==> src/design/process_slot_round_robin_scheduler_top_macros.svh <==
// ---------------------------------------------------------------------------
// Assertion macros for the task slot scheduler
// Each macro expands to one labeled concurrent assertion.
// ---------------------------------------------------------------------------
`ifndef PROCESS_SLOT_ROUND_ROBIN_SCHEDULER_TOP_MACROS_SVH
`define PROCESS_SLOT_ROUND_ROBIN_SCHEDULER_TOP_MACROS_SVH

// Consequent checked in the same cycle as the antecedent.
`define PSRRS_ASSERT_SAME(name, clk, rst, ante, cons) \
   name: assert property (@(posedge clk) disable iff (rst) (ante) |-> (cons)) \
      else $error("scheduler check failed in the same cycle");

// Consequent checked in the cycle after the antecedent.
`define PSRRS_ASSERT_NEXT(name, clk, rst, ante, cons) \
   name: assert property (@(posedge clk) disable iff (rst) (ante) |=> (cons)) \
      else $error("scheduler check failed in the next cycle");

`endif

==> src/design/psrrs_pkg.sv <==
// ---------------------------------------------------------------------------
// Task slot scheduler package
// Sizes, command and status codes, register indexes and reset values.
// ---------------------------------------------------------------------------
`default_nettype none

package psrrs_pkg;

   localparam int TASK_SLOTS = 16;
   localparam int ID_W       = (TASK_SLOTS > 1) ? $clog2(TASK_SLOTS) : 1;
   localparam int CMD_W      = 3;
   localparam int TID_W      = 4;
   localparam int STATUS_W   = 2;
   localparam int ADDR_W     = 32;
   localparam int CSR_IDX_W  = 3;

   typedef logic [CMD_W-1:0]     cmd_type;
   typedef logic [TID_W-1:0]     tid_type;
   typedef logic [STATUS_W-1:0]  status_type;
   typedef logic [ADDR_W-1:0]    addr_type;
   typedef logic [CSR_IDX_W-1:0] csr_idx_type;
   typedef logic [ID_W-1:0]      slot_id_type;

   typedef enum logic [1:0] {
      RS_READY,
      RS_RUNNING,
      RS_BLOCKED
   } run_state_type;

   localparam cmd_type CMD_FORK    = 3'd0;
   localparam cmd_type CMD_EXIT    = 3'd1;
   localparam cmd_type CMD_BLOCK   = 3'd2;
   localparam cmd_type CMD_UNBLOCK = 3'd3;
   localparam cmd_type CMD_YIELD   = 3'd4;

   localparam status_type STATUS_OK       = 2'd0;
   localparam status_type STATUS_NO_FREE  = 2'd1;
   localparam status_type STATUS_NO_READY = 2'd2;

   localparam csr_idx_type CSR_KERNEL_STACK_BASE  = 3'd0;
   localparam csr_idx_type CSR_TASK_MEMORY_BASE   = 3'd1;
   localparam csr_idx_type CSR_TASK_MEMORY_STRIDE = 3'd2;
   localparam csr_idx_type CSR_PAGE_DIR_BASE      = 3'd3;
   localparam csr_idx_type CSR_PAGE_DIR_STRIDE    = 3'd4;

   localparam addr_type KERNEL_STACK_BASE_RST  = 32'd0;
   localparam addr_type TASK_MEMORY_BASE_RST   = 32'd0;
   localparam addr_type TASK_MEMORY_STRIDE_RST = 32'd4194304;
   localparam addr_type PAGE_DIR_BASE_RST      = 32'd0;
   localparam addr_type PAGE_DIR_STRIDE_RST    = 32'd4096;

endpackage

`default_nettype wire

==> src/design/psrrs_if.sv <==
// ---------------------------------------------------------------------------
// Task slot scheduler channels
// Command, result and register write channels with valid/ready handshake.
// ---------------------------------------------------------------------------
`default_nettype none

interface psrrs_req_if;
   import psrrs_pkg::*;
   logic    valid;
   logic    ready;
   cmd_type command;
   tid_type target_id;
   modport source (output valid, command, target_id, input ready);
   modport sink   (input valid, command, target_id, output ready);
endinterface

interface psrrs_rsp_if;
   import psrrs_pkg::*;
   logic       valid;
   logic       ready;
   status_type status;
   tid_type    task_id;
   tid_type    parent_id;
   addr_type   stack_top;
   addr_type   page_dir_addr;
   modport source (output valid, status, task_id, parent_id, stack_top, page_dir_addr,
                   input ready);
   modport sink   (input valid, status, task_id, parent_id, stack_top, page_dir_addr,
                   output ready);
endinterface

interface psrrs_csr_if;
   import psrrs_pkg::*;
   logic        valid;
   logic        ready;
   csr_idx_type index;
   addr_type    data;
   modport source (output valid, index, data, input ready);
   modport sink   (input valid, index, data, output ready);
endinterface

`default_nettype wire

==> src/design/process_slot_round_robin_scheduler_top.sv <==
// ---------------------------------------------------------------------------
// Task slot scheduler: modify, scan (not for unblock, odd codes), multiply A/B, finish.
// One request at a time; scans visit one slot per cycle, one shared multiplier.
// Reset: synchronous; slot 0 running, others free, registers at reset values.
// ---------------------------------------------------------------------------
`default_nettype none

`include "process_slot_round_robin_scheduler_top_macros.svh"

module process_slot_round_robin_scheduler_top (
   input  wire logic clock,
   input  wire logic reset,
   psrrs_req_if.sink   req_bus,
   psrrs_rsp_if.source rsp_bus,
   psrrs_csr_if.sink   csr_bus
);
   import psrrs_pkg::*;

   typedef enum logic [2:0] {
      ST_IDLE,
      ST_MODIFY,
      ST_SCAN,
      ST_MUL_A,
      ST_MUL_B,
      ST_FINISH
   } state_type;

   state_type     state_ff, state_in;
   cmd_type       cmd_ff, cmd_in;
   tid_type       target_ff, target_in;
   slot_id_type   idx_ff, idx_in;
   slot_id_type   count_ff, count_in;
   slot_id_type   current_ff, current_in;
   status_type    status_ff, status_in;
   logic          clear_ff, clear_in;
   addr_type      prod_ff, prod_in;
   addr_type      stack_ff, stack_in;

   logic [TASK_SLOTS-1:0] used_ff, used_in;
   run_state_type         run_ff [TASK_SLOTS];
   run_state_type         run_in [TASK_SLOTS];
   slot_id_type           parent_ff [TASK_SLOTS];
   slot_id_type           parent_in [TASK_SLOTS];

   addr_type kstack_ff, kstack_in;
   addr_type tmem_base_ff, tmem_base_in;
   addr_type tmem_stride_ff, tmem_stride_in;
   addr_type pdir_base_ff, pdir_base_in;
   addr_type pdir_stride_ff, pdir_stride_in;

   logic       rsp_valid_ff, rsp_valid_in;
   status_type rsp_status_ff, rsp_status_in;
   tid_type    rsp_task_ff, rsp_task_in;
   tid_type    rsp_parent_ff, rsp_parent_in;
   addr_type   rsp_stack_ff, rsp_stack_in;
   addr_type   rsp_pdir_ff, rsp_pdir_in;

   slot_id_type           idx_next;
   logic                  scan_last;
   logic                  target_oor;
   addr_type              mul_operand;
   addr_type              mul_result;
   logic [TASK_SLOTS-1:0] running_vec;

   assign idx_next   = (idx_ff == ID_W'(TASK_SLOTS - 1)) ? '0 : idx_ff + ID_W'(1);
   assign scan_last  = (count_ff == ID_W'(TASK_SLOTS - 1));
   assign target_oor = (9'(target_ff) >= 9'(TASK_SLOTS));

   // shared multiplier: task stride first, page directory stride second
   assign mul_operand = (state_ff == ST_MUL_A) ? tmem_stride_ff : pdir_stride_ff;
   assign mul_result  = mul_operand * ADDR_W'(idx_ff);

   always_comb begin
      for (int i = 0; i < TASK_SLOTS; i++) begin
         running_vec[i] = used_ff[i] && (run_ff[i] == RS_RUNNING);
      end
   end

   assign req_bus.ready         = (state_ff == ST_IDLE);
   assign csr_bus.ready         = 1'b1;
   assign rsp_bus.valid         = rsp_valid_ff;
   assign rsp_bus.status        = rsp_status_ff;
   assign rsp_bus.task_id       = rsp_task_ff;
   assign rsp_bus.parent_id     = rsp_parent_ff;
   assign rsp_bus.stack_top     = rsp_stack_ff;
   assign rsp_bus.page_dir_addr = rsp_pdir_ff;

   always_comb begin
      state_in       = state_ff;
      cmd_in         = cmd_ff;
      target_in      = target_ff;
      idx_in         = idx_ff;
      count_in       = count_ff;
      current_in     = current_ff;
      status_in      = status_ff;
      clear_in       = clear_ff;
      prod_in        = prod_ff;
      stack_in       = stack_ff;
      used_in        = used_ff;
      run_in         = run_ff;
      parent_in      = parent_ff;
      kstack_in      = kstack_ff;
      tmem_base_in   = tmem_base_ff;
      tmem_stride_in = tmem_stride_ff;
      pdir_base_in   = pdir_base_ff;
      pdir_stride_in = pdir_stride_ff;
      rsp_valid_in   = rsp_valid_ff;
      rsp_status_in  = rsp_status_ff;
      rsp_task_in    = rsp_task_ff;
      rsp_parent_in  = rsp_parent_ff;
      rsp_stack_in   = rsp_stack_ff;
      rsp_pdir_in    = rsp_pdir_ff;

      if (rsp_valid_ff && rsp_bus.ready) begin
         rsp_valid_in = 1'b0;
      end

      if (csr_bus.valid) begin
         unique case (csr_bus.index)
            CSR_KERNEL_STACK_BASE:  kstack_in      = csr_bus.data;
            CSR_TASK_MEMORY_BASE:   tmem_base_in   = csr_bus.data;
            CSR_TASK_MEMORY_STRIDE: tmem_stride_in = csr_bus.data;
            CSR_PAGE_DIR_BASE:      pdir_base_in   = csr_bus.data;
            CSR_PAGE_DIR_STRIDE:    pdir_stride_in = csr_bus.data;
            default: ;
         endcase
      end

      unique case (state_ff)
         ST_IDLE: begin
            if (req_bus.valid) begin
               cmd_in    = req_bus.command;
               target_in = req_bus.target_id;
               idx_in    = (req_bus.command == CMD_UNBLOCK) ? ID_W'(req_bus.target_id)
                                                            : current_ff;
               count_in  = '0;
               status_in = STATUS_OK;
               clear_in  = 1'b0;
               state_in  = ST_MODIFY;
            end
         end
         ST_MODIFY: begin
            unique case (cmd_ff)
               CMD_FORK: begin
                  idx_in   = '0;
                  state_in = ST_SCAN;
               end
               CMD_EXIT: begin
                  if (used_ff[idx_ff]) begin
                     used_in[idx_ff] = 1'b0;
                     run_in[idx_ff]  = RS_READY;
                  end
                  idx_in   = idx_next;
                  state_in = ST_SCAN;
               end
               CMD_BLOCK: begin
                  if (used_ff[idx_ff]) begin
                     run_in[idx_ff] = RS_BLOCKED;
                  end
                  idx_in   = idx_next;
                  state_in = ST_SCAN;
               end
               CMD_YIELD: begin
                  if (used_ff[idx_ff] && run_ff[idx_ff] == RS_RUNNING) begin
                     run_in[idx_ff] = RS_READY;
                  end
                  idx_in   = idx_next;
                  state_in = ST_SCAN;
               end
               CMD_UNBLOCK: begin
                  clear_in = target_oor;
                  if (!target_oor && used_ff[idx_ff] && run_ff[idx_ff] == RS_BLOCKED) begin
                     run_in[idx_ff] = RS_READY;
                  end
                  state_in = ST_MUL_A;
               end
               default: state_in = ST_MUL_A;
            endcase
         end
         ST_SCAN: begin
            count_in = count_ff + ID_W'(1);
            if (cmd_ff == CMD_FORK) begin
               if (!used_ff[idx_ff]) begin
                  used_in[idx_ff]   = 1'b1;
                  run_in[idx_ff]    = RS_READY;
                  parent_in[idx_ff] = current_ff;
                  state_in          = ST_MUL_A;
               end else if (scan_last) begin
                  idx_in    = '0;
                  clear_in  = 1'b1;
                  status_in = STATUS_NO_FREE;
                  state_in  = ST_MUL_A;
               end else begin
                  idx_in = idx_next;
               end
            end else begin
               if (used_ff[idx_ff] && run_ff[idx_ff] == RS_READY) begin
                  run_in[idx_ff] = RS_RUNNING;
                  current_in     = idx_ff;
                  state_in       = ST_MUL_A;
               end else if (scan_last) begin
                  // nothing ready: report the current slot as it stands
                  idx_in    = current_ff;
                  status_in = STATUS_NO_READY;
                  state_in  = ST_MUL_A;
               end else begin
                  idx_in = idx_next;
               end
            end
         end
         ST_MUL_A: begin
            prod_in  = mul_result;
            state_in = ST_MUL_B;
         end
         ST_MUL_B: begin
            stack_in = (idx_ff == '0) ? kstack_ff : tmem_base_ff + prod_ff;
            prod_in  = mul_result;
            state_in = ST_FINISH;
         end
         ST_FINISH: begin
            // hold until the output register is free
            if (!rsp_valid_ff || rsp_bus.ready) begin
               rsp_valid_in  = 1'b1;
               rsp_status_in = status_ff;
               rsp_task_in   = (cmd_ff == CMD_UNBLOCK) ? target_ff : TID_W'(idx_ff);
               rsp_parent_in = clear_ff ? '0 : TID_W'(parent_ff[idx_ff]);
               rsp_stack_in  = clear_ff ? '0 : stack_ff;
               rsp_pdir_in   = clear_ff ? '0 : pdir_base_ff + prod_ff;
               state_in      = ST_IDLE;
            end
         end
         default: state_in = ST_IDLE;
      endcase
   end

   always_ff @(posedge clock) begin
      if (reset) begin
         state_ff       <= ST_IDLE;
         current_ff     <= '0;
         used_ff        <= TASK_SLOTS'(1);
         rsp_valid_ff   <= 1'b0;
         kstack_ff      <= KERNEL_STACK_BASE_RST;
         tmem_base_ff   <= TASK_MEMORY_BASE_RST;
         tmem_stride_ff <= TASK_MEMORY_STRIDE_RST;
         pdir_base_ff   <= PAGE_DIR_BASE_RST;
         pdir_stride_ff <= PAGE_DIR_STRIDE_RST;
         for (int i = 0; i < TASK_SLOTS; i++) begin
            run_ff[i]    <= (i == 0) ? RS_RUNNING : RS_READY;
            parent_ff[i] <= '0;
         end
      end else begin
         state_ff       <= state_in;
         current_ff     <= current_in;
         used_ff        <= used_in;
         rsp_valid_ff   <= rsp_valid_in;
         kstack_ff      <= kstack_in;
         tmem_base_ff   <= tmem_base_in;
         tmem_stride_ff <= tmem_stride_in;
         pdir_base_ff   <= pdir_base_in;
         pdir_stride_ff <= pdir_stride_in;
         run_ff         <= run_in;
         parent_ff      <= parent_in;
      end
      cmd_ff        <= cmd_in;
      target_ff     <= target_in;
      idx_ff        <= idx_in;
      count_ff      <= count_in;
      status_ff     <= status_in;
      clear_ff      <= clear_in;
      prod_ff       <= prod_in;
      stack_ff      <= stack_in;
      rsp_status_ff <= rsp_status_in;
      rsp_task_ff   <= rsp_task_in;
      rsp_parent_ff <= rsp_parent_in;
      rsp_stack_ff  <= rsp_stack_in;
      rsp_pdir_ff   <= rsp_pdir_in;
   end

   `PSRRS_ASSERT_NEXT(a_busy_after_accept, clock, reset, req_bus.valid && req_bus.ready, !req_bus.ready)
   `PSRRS_ASSERT_SAME(a_one_running_task, clock, reset, 1'b1, $countones(running_vec) <= 1)
   `PSRRS_ASSERT_SAME(a_no_free_is_empty, clock, reset, rsp_bus.valid && rsp_bus.status == STATUS_NO_FREE, rsp_bus.task_id == '0 && rsp_bus.stack_top == '0 && rsp_bus.page_dir_addr == '0)

endmodule

`default_nettype wire
==> src/flat_wrapper.sv <==
// flat-port wrapper written by rule: the top's interface ports become plain ports
module process_slot_round_robin_scheduler_top_flat import psrrs_pkg::*;
  (clock, reset, req_bus_valid, req_bus_command, req_bus_target_id, req_bus_ready, rsp_bus_valid, rsp_bus_status, rsp_bus_task_id, rsp_bus_parent_id, rsp_bus_stack_top, rsp_bus_page_dir_addr, rsp_bus_ready, csr_bus_valid, csr_bus_index, csr_bus_data, csr_bus_ready);
  psrrs_req_if req_bus_i ();
  psrrs_rsp_if rsp_bus_i ();
  psrrs_csr_if csr_bus_i ();
  input  wire logic clock;
  input  wire logic reset;
  input wire logic [$bits(req_bus_i.valid)-1:0] req_bus_valid;
  input wire logic [$bits(req_bus_i.command)-1:0] req_bus_command;
  input wire logic [$bits(req_bus_i.target_id)-1:0] req_bus_target_id;
  output wire logic [$bits(req_bus_i.ready)-1:0] req_bus_ready;
  output wire logic [$bits(rsp_bus_i.valid)-1:0] rsp_bus_valid;
  output wire logic [$bits(rsp_bus_i.status)-1:0] rsp_bus_status;
  output wire logic [$bits(rsp_bus_i.task_id)-1:0] rsp_bus_task_id;
  output wire logic [$bits(rsp_bus_i.parent_id)-1:0] rsp_bus_parent_id;
  output wire logic [$bits(rsp_bus_i.stack_top)-1:0] rsp_bus_stack_top;
  output wire logic [$bits(rsp_bus_i.page_dir_addr)-1:0] rsp_bus_page_dir_addr;
  input wire logic [$bits(rsp_bus_i.ready)-1:0] rsp_bus_ready;
  input wire logic [$bits(csr_bus_i.valid)-1:0] csr_bus_valid;
  input wire logic [$bits(csr_bus_i.index)-1:0] csr_bus_index;
  input wire logic [$bits(csr_bus_i.data)-1:0] csr_bus_data;
  output wire logic [$bits(csr_bus_i.ready)-1:0] csr_bus_ready;
  assign req_bus_i.valid = req_bus_valid;
  assign req_bus_i.command = req_bus_command;
  assign req_bus_i.target_id = req_bus_target_id;
  assign req_bus_ready = req_bus_i.ready;
  assign rsp_bus_valid = rsp_bus_i.valid;
  assign rsp_bus_status = rsp_bus_i.status;
  assign rsp_bus_task_id = rsp_bus_i.task_id;
  assign rsp_bus_parent_id = rsp_bus_i.parent_id;
  assign rsp_bus_stack_top = rsp_bus_i.stack_top;
  assign rsp_bus_page_dir_addr = rsp_bus_i.page_dir_addr;
  assign rsp_bus_i.ready = rsp_bus_ready;
  assign csr_bus_i.valid = csr_bus_valid;
  assign csr_bus_i.index = csr_bus_index;
  assign csr_bus_i.data = csr_bus_data;
  assign csr_bus_ready = csr_bus_i.ready;
  process_slot_round_robin_scheduler_top u_core (.clock(clock), .reset(reset), .req_bus(req_bus_i), .rsp_bus(rsp_bus_i), .csr_bus(csr_bus_i));
endmodule
==> config.mk <==
export PLATFORM = sky130hd
export DESIGN_NAME = process_slot_round_robin_scheduler_top_flat
export DESIGN_NICKNAME = d
export VERILOG_FILES = /design/src/design/psrrs_pkg.sv /design/src/design/psrrs_if.sv /design/src/design/process_slot_round_robin_scheduler_top.sv /design/src/flat_wrapper.sv
export VERILOG_INCLUDE_DIRS = /design/src /design/src/design
export SDC_FILE = /design/constraint.sdc
export NUM_CORES = 1
export LEC_CHECK = 0
export ABC_AREA = 1
export BUFFER_PORTS_ARGS = -buffer_cell sky130_fd_sc_hd__buf_2
export CAP_MARGIN = 20
export CORE_MARGIN = 1
export CORE_UTILIZATION = 60
export DETAILED_ROUTE_END_ITERATION = 12
export PLACE_DENSITY = 0.85
export SLEW_MARGIN = 20
export SYNTH_ARGS = -nofsm -noshare
export SYNTH_HDL_FRONTEND = slang
export SYNTH_SLANG_ARGS = --single-unit
==> constraint.sdc <==
create_clock -name clock -period 10.3 [get_ports clock]
set_clock_uncertainty 0.2 [all_clocks]
set_input_delay 1.545 -clock clock [delete_from_list [all_inputs] [get_ports clock]]
set_output_delay 1.545 -clock clock [all_outputs]
set_load 0.01 [all_outputs]
* Word-level counts from Yosys, hierarchy flattened *
Index checks and enable logic that the tools add are counted.

word-level totals
  output and inout bits = 77
  word-level logic and storage cells = 217
  input port bits = 47
  bits in registers = 436

operators by class
  equality and inequality tests = 37
  bitwise gates (word level) = 14
  add/subtract/negate cells = 4
  mux-type cells = 68
  multiply operators = 1
  magnitude comparators = 4
  reduce and logical (&&, ||, !) cells = 35

operators with widths
  operator            number
  $mux 32             9
  $pmux 32 s4         1
  $add 32x32->32      2
  $bwmux 64           1
  $mux 16             4
  $pmux 32 s2         1
  $mux 4              13
  $and 16x16->16      3
  $not 16->16         3
  $or 16x16->16       3
  $and 32x32->32      1
  $mul 32x4->32       1
  $not 32->32         1
  $pmux 16 s2         1
  $eq 3x2->1 const B  7
  $ne 3x2->1 const B  7
  $mux 2              9
  $mux 3              6
  $pmux 3 s6          1
  $reduce_and 2->1    9
  $bmux 4 s4          1
  $demux 4 s4         1
  $pmux 4 s2          2
  $reduce_and 5->1    3
  other kinds (39)    73

* Longest topological paths before layout *
  word-level depth = 10
  depth in mapped cells = 27
  depth with buffers taken out = 24

* Worst setup path before layout *
OpenSTA, ideal clock, no wires.

  path kind = input port to flip-flop
  start point = input port rsp_bus_ready
  end point = register u_core.rsp_pdir_ff[0], in the netlist u_core.rsp_bus.page_dir_addr[0] (enable)
  path slack = 4.920 ns
  setup time = 0.506 ns
  arrival = 4.673 ns
  data required time = 9.594 ns
  cell stages on the path = 2
  path buffers = 0
  path through = nor2_1 > nor2_1

between the ends
  word-level cells in the longest chain between the ends = 2

ends and longest elaborated chain
  what                        RTL line                                       text
  start, declared             flat_wrapper.sv:19                             input wire logic [$bits(rsp_bus_i.ready)-1:0] rsp_bus_ready;
  $logic_or 1x1->1            process_slot_round_robin_scheduler_top.sv:222  if (!rsp_valid_ff || rsp_bus.ready) begin
  $reduce_and 2->1 (no line)  n/a
  end signal, assigned        process_slot_round_robin_scheduler_top.sv:276  rsp_pdir_ff <= rsp_pdir_in;
  end, declared               process_slot_round_robin_scheduler_top.sv:56   addr_type rsp_pdir_ff, rsp_pdir_in;

No other way between the ends.
A chain may end at the register's enable or synchronous reset.

* Worst setup path in the final report *
  start point = register u_core.state_ff[2]
  end point = register u_core.prod_ff[27] (data pin)

between the ends
  word-level cells in the longest chain between the ends = 3

ends and longest elaborated chain
  what                       RTL line                                       text
  start, declared            process_slot_round_robin_scheduler_top.sv:28   state_type state_ff, state_in;
  start signal, assigned     process_slot_round_robin_scheduler_top.sv:252  state_ff <= state_in;
  $eq 3x2->1                 process_slot_round_robin_scheduler_top.sv:70   assign mul_operand = (state_ff == ST_MUL_A) ? tmem_stride_ff : pdir_stride_ff;
  $mux 32                    process_slot_round_robin_scheduler_top.sv:70
  $mul 32x4->32              process_slot_round_robin_scheduler_top.sv:71   assign mul_result = mul_operand * ADDR_W'(idx_ff);
  via u_core.mul_result[27]  process_slot_round_robin_scheduler_top.sv:62   addr_type mul_result;
  end signal, assigned       process_slot_round_robin_scheduler_top.sv:270  prod_ff <= prod_in;
  end, declared              process_slot_round_robin_scheduler_top.sv:36   addr_type prod_ff, prod_in;

The timed path passes the listed nets, and every way through them passes these cells.

==> results.toml <==
[outcome]
outcome = "complete, no violations"

[setup_path]
crit_type = "reg -> reg"
cpPeakStageDelay_ps = 590
crit_slowest_cell = "a21boi_0"
required_ps = 10440
start_kind = "flop"
cp_cell_sequence = "inv_1 > nand3_2 > buf_4 > nand2_1 > o21a_1 > inv_1 > nor2_1 > fa_1 > inv_1 > fa_1 > inv_1 > ha_1 > a21oi_1 > o21ai_0 > nand2_1 > nand3_1 > a21boi_0 > o21ai_0 > a21oi_1 > xnor2_1"
critPathArrivalTime_ps = 5450
endpoint_kind = "flop"
critPathMaxFanout = 65
cpMostUsedCell = "inv_1"

[route]
ant_nets = 0
vias_per_cell = 5.75
route.detailed.wl_per_inst_um = 17.3
vias = 23093
wl_um = 69600
drtIter0Drc = 2467
drc_errors = 0
dr.pass1.iters = 7

[clocking]
cts_buffers = 46
cts.sinks = 436
ctsResizeCount = 0
cts_tree = "yes"
htree_levels = 2
cts_hold_buffers = 0
cts_setup_buffers = 0
root_buffer = "clkbuf_16"
clkLatencyLatePin_ps = 590
clk_path_buf_depth = 3
clk_pin_slew_ps = 60

[global_routing]
grt_pass1_vias = 21335
antenna_found_initial = 1
grt_pass1_wl_um = 111000
overflow = 0
grt_max_degree = 127
grt_use_total = 0.321

[synth]
synth-seq-cells = 436
synth_cell_type_count = 50
synth-main-ff-cell = "dfxtp_1"
postSynthAreaPerCell_um2 = 7.45
synth_simple_gate_area_frac = 0.224
yosys.area_share.xor_xnor = 0.0173
muxShareOfSynthArea = 0
synth_seq_area_share = 0.406
synth-edff-count = 156
synth_warnings = 0
synth_top_family_by_area = "simple AND/OR/NAND/NOR gates"
syn-num-nets = 3605
synth_cells = 3400
synth_compound_area_frac = 0.157
synth_fa_ha_area_frac = 0.0955
synthArstFlopShare = 0
syn-cell-area_um2 = 25300

[place]
place_area_um2 = 26200
dp_hpwl_um = 48300
portBuffers = 122
globalplace.congestion = 0.996

[power]
intPower_w = 0.00340
switching_share = 0.376
clkPwrFrac = 0.308
p_sw_w = 0.00205
ir_worst_vdd_uv = 153
pwr-share-seq = 0.375
leakage_nw = 12.2
combPwrFrac = 0.317
powerDensity_nw_per_um2 = 196

[layout]
antenna_cells = 0
finalInstanceArea_um2 = 27700
multi_input_area_um2 = 12600
seq_area_um2 = 10300
area_delta_synth_final_pct = 9.51
fill_cells = 3362
final_common_cell = "nand2_1"
layout_common_cells = "nand2_1 (578), nor2_1 (500), inv_1 (484)"
nets = 3655
final_layout_size_suffix_gt1_frac = 0.0763

[floorplanning]
num_rows = 74
boundaryPins = 124
die_h_um = 207
start_util = 0.615
die-width_um = 207
design.die.area_um2 = 43100
coreArea_um2 = 41200

[timing]
min_period_over_period = 0.516
fin_crit_ps = 5320
max_freq_mhz = 188
rsz0062_at_grt = "no"
final.setup.tns_ps = 0
worstMarginPinSlew_ps = 1220
setup_viol = 0
hold_viol = 0
holdWs_ps = 250
drv_slew = 0
max-slew-margin-rel = 0.179

[flow_run]
cap_violations = 0

[worst_hold_path]
hold_class = "reg -> reg"
[final cells by class]
type,instances,area share
Timing Repair Buffer,142,0.0289
Sequential cell,436,0.371
Tap cell,532,0.0240
Clock inverter,10,0.00437
Inverter,510,0.0692
Multi-Input combinational cell,2314,0.452
Clock buffer,75,0.0502
[stage by stage]
stage	utilization	std cells	setup slack (ps)	total power, W
2_1_floorplan	-	3400	4920	0.00329
3_3_place_gp	0.635	3932	5170	0.00371
3_5_place_dp	0.635	3932	5070	0.00374
4_1_cts	0.672	4017	5030	0.00541
5_1_grt	0.673	4019	4680	0.00572
6_report	0.673	4019	4980	0.00545
[routing by layer]
| layer | GRT usage | share of wire | up-vias |
|---|---|---|---|
| met4 | 0.109 | 0.033 | 2 |
| met3 | 0.0592 | 0.11 | 181 |
| li1 | - | - | 11104 |
| met5 | 0 | 0.00020 | - |
| met1 | 0.446 | 0.42 | 10589 |
| met2 | 0.503 | 0.44 | 1217 |
[path summary, 6_finish.rpt]
kind / start / end / slack (ps) / depth (start not counted)
worst max-delay path: u_core.state_ff[2] / u_core.prod_ff[27] / 4980 / 20
worst min-delay path: u_core.pdir_base_ff[9] / u_core.pdir_base_ff[9] / 250 / 2
worst max register to register: u_core.state_ff[2] / u_core.prod_ff[27] / 4980 / 20
worst min register to register: u_core.pdir_base_ff[9] / u_core.pdir_base_ff[9] / 250 / 2
[critical path, delay by kind of cell, from the launching register on]
kind	cells	cell delay (ps)
buffers and inverters	5	930
XOR/XNOR	1	90
adder cells (fa/ha/maj)	3	1350
flip-flops	1	460
AND/OR/NAND/NOR	5	520
AO/OA/AOI/OAI	6	1520
[kinds of logic after synthesis]
logic type,count (synthesis)
compound gates,744
xor+xnor,50
fa+ha+maj,158
buf+inv,650
flops,436
other cells,1
simple gates,1361
[power groups by stage]
stage	Sequential, W	Clock (W)	Combinational (W)
final	0.00205	0.00168	0.00173
after CTS	0.00204	0.00169	0.00168
after floorplan	0.00203	0	0.00126
after global routing	0.00205	0.00176	0.00191
after detailed placement	0.00208	0	0.00166
after global placement	0.00207	0	0.00163
[cell usage after synthesis (4+ instances only)]
library cell  instances  area share
clkinv_1              8      0.0012
buf_4                 9      0.0027
nand3b_1              5      0.0015
clkbuf_1            102       0.015
nor4_1               22      0.0054
xor2_1               25      0.0086
nand3_1             174       0.034
a31oi_1              10      0.0025
a21boi_0              6      0.0018
buf_1                12      0.0018
inv_1               487       0.072
a211oi_1              4      0.0012
edfxtp_1            156        0.18
a21oi_1             302       0.060
o211ai_1              8      0.0024
nand2_1             578       0.086
nor2_1              504       0.075
fa_1                 59       0.047
nand4_1              14      0.0035
ha_1                 99       0.049
o21a_1               35       0.010
nor2_4                4      0.0018
nor3_1               29      0.0057
xnor2_1              25      0.0086
dfxtp_1             280        0.22
a21o_1               17      0.0050
nand3_2              12      0.0047
o21bai_1              7      0.0021
nand2_2               4     0.00099
or2_2                 4     0.00099
buf_6                 5      0.0022
buf_2                10      0.0020
a41oi_1               4      0.0014
o21ai_0             343       0.068
nor2_2                5      0.0012
inv_2                13      0.0019
(Power assumes the default switching activity.)
